`src/rtl/dlsq_pkg.sv`:
```
// ----------------------------------------------------------------------------
// Delta-list sleep queue package
// Shared widths, request and result codes, and the cell control word.
// ----------------------------------------------------------------------------
`default_nettype none

package dlsq_pkg;

  localparam int unsigned NUM_TASKS_DEF = 32;
  localparam int unsigned SLICE_MS      = 10;
  localparam int unsigned TASK_W        = 8;
  localparam int unsigned DELTA_W       = 29;
  localparam int unsigned MS_W          = 32;
  localparam int unsigned KIND_W        = 3;
  localparam int unsigned OCC_W         = 6;

  // reciprocal of the slice length: ms / 10 == (ms * SLICE_RECIP) >> SLICE_SHIFT
  // for every 32-bit ms
  localparam logic [MS_W-1:0] SLICE_RECIP = 32'hCCCC_CCCD;
  localparam int unsigned     SLICE_SHIFT = 35;

  typedef enum logic [1:0] {
    REQ_TICK  = 2'd0,
    REQ_SLEEP = 2'd1,
    REQ_WAKE  = 2'd2
  } req_e;

  typedef enum logic [KIND_W-1:0] {
    KIND_SLEPT   = 3'd0,
    KIND_TIMER   = 3'd1,
    KIND_EARLY   = 3'd2,
    KIND_MISSING = 3'd3,
    KIND_REJECT  = 3'd4
  } kind_e;

  typedef enum logic [1:0] {
    OP_HOLD,
    OP_PREV,
    OP_NEXT,
    OP_LOAD
  } cell_op_e;

  typedef struct packed {
    cell_op_e            op;
    logic [TASK_W-1:0]   ld_task;
    logic [DELTA_W-1:0]  ld_delta;
  } cell_ctrl_t;

endpackage

`default_nettype wire

```
`src/rtl/dlsq_cell.sv`:
```
// ----------------------------------------------------------------------------
// Delta-list cell
// Holds one queue entry and takes its neighbor's entry on a shift.
// ----------------------------------------------------------------------------
`default_nettype none

module dlsq_cell (
  input  wire logic                              clk_i,
  input  wire dlsq_pkg::cell_ctrl_t              ctrl_i,
  input  wire logic [dlsq_pkg::TASK_W-1:0]       prev_task_i,
  input  wire logic [dlsq_pkg::DELTA_W-1:0]      prev_delta_i,
  input  wire logic [dlsq_pkg::TASK_W-1:0]       next_task_i,
  input  wire logic [dlsq_pkg::DELTA_W-1:0]      next_delta_i,
  output logic      [dlsq_pkg::TASK_W-1:0]       task_o,
  output logic      [dlsq_pkg::DELTA_W-1:0]      delta_o
);

  logic [dlsq_pkg::TASK_W-1:0]  task_q,  task_d;
  logic [dlsq_pkg::DELTA_W-1:0] delta_q, delta_d;

  // select the entry for the next cycle
  always_comb begin
    task_d  = task_q;
    delta_d = delta_q;
    case (ctrl_i.op)
      dlsq_pkg::OP_PREV: begin
        task_d  = prev_task_i;
        delta_d = prev_delta_i;
      end
      dlsq_pkg::OP_NEXT: begin
        task_d  = next_task_i;
        delta_d = next_delta_i;
      end
      dlsq_pkg::OP_LOAD: begin
        task_d  = ctrl_i.ld_task;
        delta_d = ctrl_i.ld_delta;
      end
      default: begin
        task_d  = task_q;
        delta_d = delta_q;
      end
    endcase
  end

  always_ff @(posedge clk_i) begin
    task_q  <= task_d;
    delta_q <= delta_d;
  end

  assign task_o  = task_q;
  assign delta_o = delta_q;

endmodule

`default_nettype wire

```
`config.mk`:
```
export PLATFORM = sky130hd
export DESIGN_NAME = dlsq_cell
export DESIGN_NICKNAME = d
export VERILOG_FILES = /design/src/rtl/dlsq_pkg.sv /design/src/rtl/dlsq_cell.sv
export SDC_FILE = /design/constraint.sdc
export NUM_CORES = 1
export LEC_CHECK = 0
export ABC_AREA = 1
export BUFFER_PORTS_ARGS = -buffer_cell sky130_fd_sc_hd__clkbuf_2
export CAP_MARGIN = 10
export CORE_MARGIN = 3
export CORE_UTILIZATION = 43
export CTS_CLUSTER_SIZE = 28
export DETAILED_ROUTE_END_ITERATION = 12
export MAX_ROUTING_LAYER = met4
export PLACE_DENSITY = 0.86
export SETUP_SLACK_MARGIN = 0.2
export SLEW_MARGIN = 20
export SYNTH_ARGS = -nofsm -noshare
export SYNTH_HDL_FRONTEND = slang
export SYNTH_SLANG_ARGS = --single-unit
```
`constraint.sdc`:
```
create_clock -name clk_i -period 3 [get_ports clk_i]
set_clock_uncertainty 0.2 [all_clocks]
set_input_delay 0 -clock clk_i [delete_from_list [all_inputs] [get_ports clk_i]]
set_output_delay 0 -clock clk_i [all_outputs]
set_load 0.1 [all_outputs]
```
Yosys cells after proc, flatten, opt, wreduce, memory -nomap -nowiden

Cells that the tools add are included.
Widths: inputs -> output; s select.

Output and inout port bits: 37
Register bits: 37
ROM bits: 0
Word-level logic and storage cells: 8
Memories kept: 0
Bits in latches: 0
Memory bits (writable): 0
Bits of input ports: 114

$mul: 0
Shift-type cells: 0
Bitwise operators: 0
Equality and inequality tests: 3
Multiplexer cells: 2
Div/mod/pow operators: 0
$add $sub $neg: 0
Reductions and logical operators: 1
Order comparisons: 0

Operator list:

| cell               | number |
|---|---|
| $pmux 29 s3        | 1 |
| $pmux 8 s3         | 1 |
| $eq 2x2->1 const B | 2 |
| $reduce_bool 3->1  | 1 |
| $eq 2x1->1 const B | 1 |

Logic depth before layout (Yosys ltp)

Depth after elaboration: 2
Mapped depth: 5
Mapped depth without buffers: 3

Worst setup path after synthesis

OpenSTA, ideal clock, no wires.

Path type: in2reg
From: input port ctrl_i[37] (netlist bit)
To: register delta_q, in the netlist delta_o[0], enable pin
Buffers on the path: 1
Data required time: 2.290 ns
Cell stages on the path: 3
Path slack: 1.294 ns
Arrival: 0.996 ns
Setup time: 0.510 ns
Cells stage by stage: inv_1 > clkbuf_1 > nand2_1

Cells in the longest elaborated chain, start to end: 2
Elaborated cells on any way between the ends: 4
Classes of those cells: 3 x eq/ne; 1 x reduce/logical

RTL lines:

| what                                            | line            | RTL |
|---|---|---|
| start, declared                                 | dlsq_cell.sv:9  | `input wire dlsq_pkg::cell_ctrl_t ctrl_i,` |
| $eq 2x2->1 / $eq 2x1->1 (equally long branches) | dlsq_cell.sv:25 | `case (ctrl_i.op)` |
| $reduce_bool 3->1 (no line) *                   | --              |  |
| end signal, assigned                            | dlsq_cell.sv:47 | `delta_q <= delta_d;` |
| end, declared                                   | dlsq_cell.sv:19 | `logic [dlsq_pkg::DELTA_W-1:0] delta_q, delta_d;` |

Mark *: on every way between the ends. The rest lies on a longest branch, timed or not.
A chain may end at the register's enable or synchronous reset.

Worst setup path after layout

From: input port ctrl_i[37] (netlist bit)
To: register delta_q, in the netlist delta_o[17] (data pin)

Cells in the longest elaborated chain, start to end: 2
Elaborated cells on any way between the ends: 4
Classes of those cells: 3 x eq/ne; 1 x mux

RTL lines:

| what                                            | line |
|---|---|
| $eq 2x2->1 / $eq 2x1->1 (equally long branches) | dlsq_cell.sv:25 |
| $pmux 29 s3 *                                   | dlsq_cell.sv:25 |
| via delta_d, one bit                            | dlsq_cell.sv:19 |

The timed path passes the listed nets; every way through them passes the cells marked *.

==> flow_summary.ini <==
[sta]
setup_ws_ns = 1.14
rsz0062_at_grt = no
fmax_mhz = 536
post-route-period-util = 0.622
worst_pin_slew_ns = 0.844
drv_slew = 0
finalHoldViolCount = 0
tns_ns = 0
period_needed_ns = 1.86
relSlewSlack = 0.435
whs_ns = 0.356
setup_viol = 0

[routing]
viasPerCell = 5.22
first_pass_iters = 4
via_count = 2469
drt-initial-drc-count = 167
route.detailed.drc = 0
wl_per_cell_um = 15.1
ant_nets = 0
routed_wl_mm = 7.13

[global_routing]
grt_first_pass_wirelength_mm = 10.9
first_global_vias = 2433
antenna_found_initial = 0
track_usage = 0.272
grt_overflow = 0
grt_max_degree = 75

[synth]
syn_area_mm2 = 0.00195
synth_async_sr_flop_share = 0
syn_area_per_cell_um2 = 9.37
synth_adder_area_share = 0
synth_nets = 322
netlist_top_cells_count = nand3_1, nand2_1, edfxtp_1
ys_types = 9
synth_top_family_by_area = simple AND/OR/NAND/NOR gates
postSynthCellCount = 208
synth-simple-area-share = 0.358
yosysTopAreaCellShare = 0.570
synth-edff-count = 37
synth_compound_area_frac = 0
ys_ff_latch = 37
ys_warn_count = 0
synth_ff_type = edfxtp_1
synth_area_leader_cell = edfxtp_1
ys_top_cells_by_area = edfxtp_1, nand3_1, nand2_1, buf_4, buf_2
yosysMostFrequentCell = nand3_1
synth.area.mux_share = 0
ys_seq_area_frac = 0.570
synth_xor_area_frac = 0

[critical_path]
cp-start-kind = input port
cp_slowest_cell = dlygate4sd3_1
path_buf_inv = 5
worstPathCellList = clkbuf_2, buf_4, inv_1, buf_4, nand3_1, nand3_1, dlygate4sd3_1
critical_path_class = in2reg
arrival_ns = 1.69
slowest_delay_ns = 0.57
cp_top_family = buffers and inverters
cp.required_ns = 2.82
worstSetupEndpointType = register
crit_fanout = 38

[placement]
port_buffers = 150
dp_hpwl_mm = 4.09
post-place-ws_ns = 1.19
dp_cells = 392
gp_congestion = 0.775

[clocking]
cts.clk_slew.worst_paths_ns = 0.07
tritoncts = built
numCtsBuffers = 5
htreeDepth = 2
cts_root_buf = clkbuf_8
cts.sinks = 37
clockBufferDepth = 2
post_cts_buffers = 0

[run]
maxCapViolCount = 0

[die]
dieArea_mm2 = 0.00537
rows = 23
die_w_um = 73.3
die_h_um = 73.3
io_pins = 151
core_mm2 = 0.00417
start_util = 0.467

[power]
p_per_area_mw_per_mm2 = 510
leakage_uw = 0.00171
ir_drop_mv = 0.434
p_total_uw = 1770

[min_path]
hold_path_class = in2reg

[cells_and_area]
diodes = 0
drive_gt1_frac = 0.381
fillers = 234
final_nets = 537
fin_cells = 473
synthToLayoutAreaGrowth_pct = 78.6

[outcome]
status = completed
path summary, 6_finish.rpt:
path	startpoint	to	slack (ns)	depth (start not counted)
setup / recovery	ctrl_i[37]	delta_o[17]$_DFFE_PP_	1.14	7
hold / removal	next_task_i[4]	task_o[4]$_DFFE_PP_	0.36	4
power breakdown:
| part | internal [uW] | switching, uW | leakage [uW] |
|---|---|---|---|
| combinational | 209 | 591 | 0.00129 |
| sequential | 643 | 19.4 | 0.000382 |
| clock | 156 | 156 | 0.0000387 |
| total | 1010 | 766 | 0.00171 |
routing by layer:
layer | track usage | part of all wire
met1 | 0.278 | 0.34
met2 | 0.496 | 0.54
met3 | 0.0629 | 0.092
met4 | 0.111 | 0.023
met5 | - | 0
flip-flops by register name, summed over array words and instances (netlist names):
register  cells
delta_o      29
task_o        8
kinds of logic after synthesis:
| group | after synthesis |
|---|---|
| buffers and inverters | 22 |
| DFF | 37 |
| and+or+nand+nor | 149 |
stage by stage:
stage,area (um2),util
2_1_floorplan,1950,-
3_5_place_dp,2660,0.638
5_1_grt,3480,0.834
3_3_place_gp,2660,0.638
4_1_cts,3480,0.834
6_report,3480,0.834
worst min-delay path: stages:
cell and delay [ns]:
clkbuf_2 0.07, nand3_1 0.06, nand3_1 0.06, dlygate4sd3_1 0.53
cell type report:
type                       count  area [um2]  share of cell area
clock inverter                 1        3.75             0.00108
clock buffer                   6        72.6              0.0209
inverter                       2        7.51             0.00216
timing repair buffer         228        1520               0.437
sequential                    37        1110               0.319
multi-input combinational    149         701               0.201
tap                           50        62.6              0.0180
cells in the final DEF (no fill, tap or decap), drive strengths merged:
cell         instances
clkbuf             156
dlygate4sd3         74
nand3              111
nand2               38
clkinv               1
edfxtp              37
inv                  2
buf                  4
what timing repair did:
action,4_1_cts,5_1_grt
hold buffers,74,0
endpoints found under the hold margin,37,0
gates resized for setup,0,0
endpoints found under the setup margin,0,0
No activity file was read; power rests on OpenSTA's default activity.
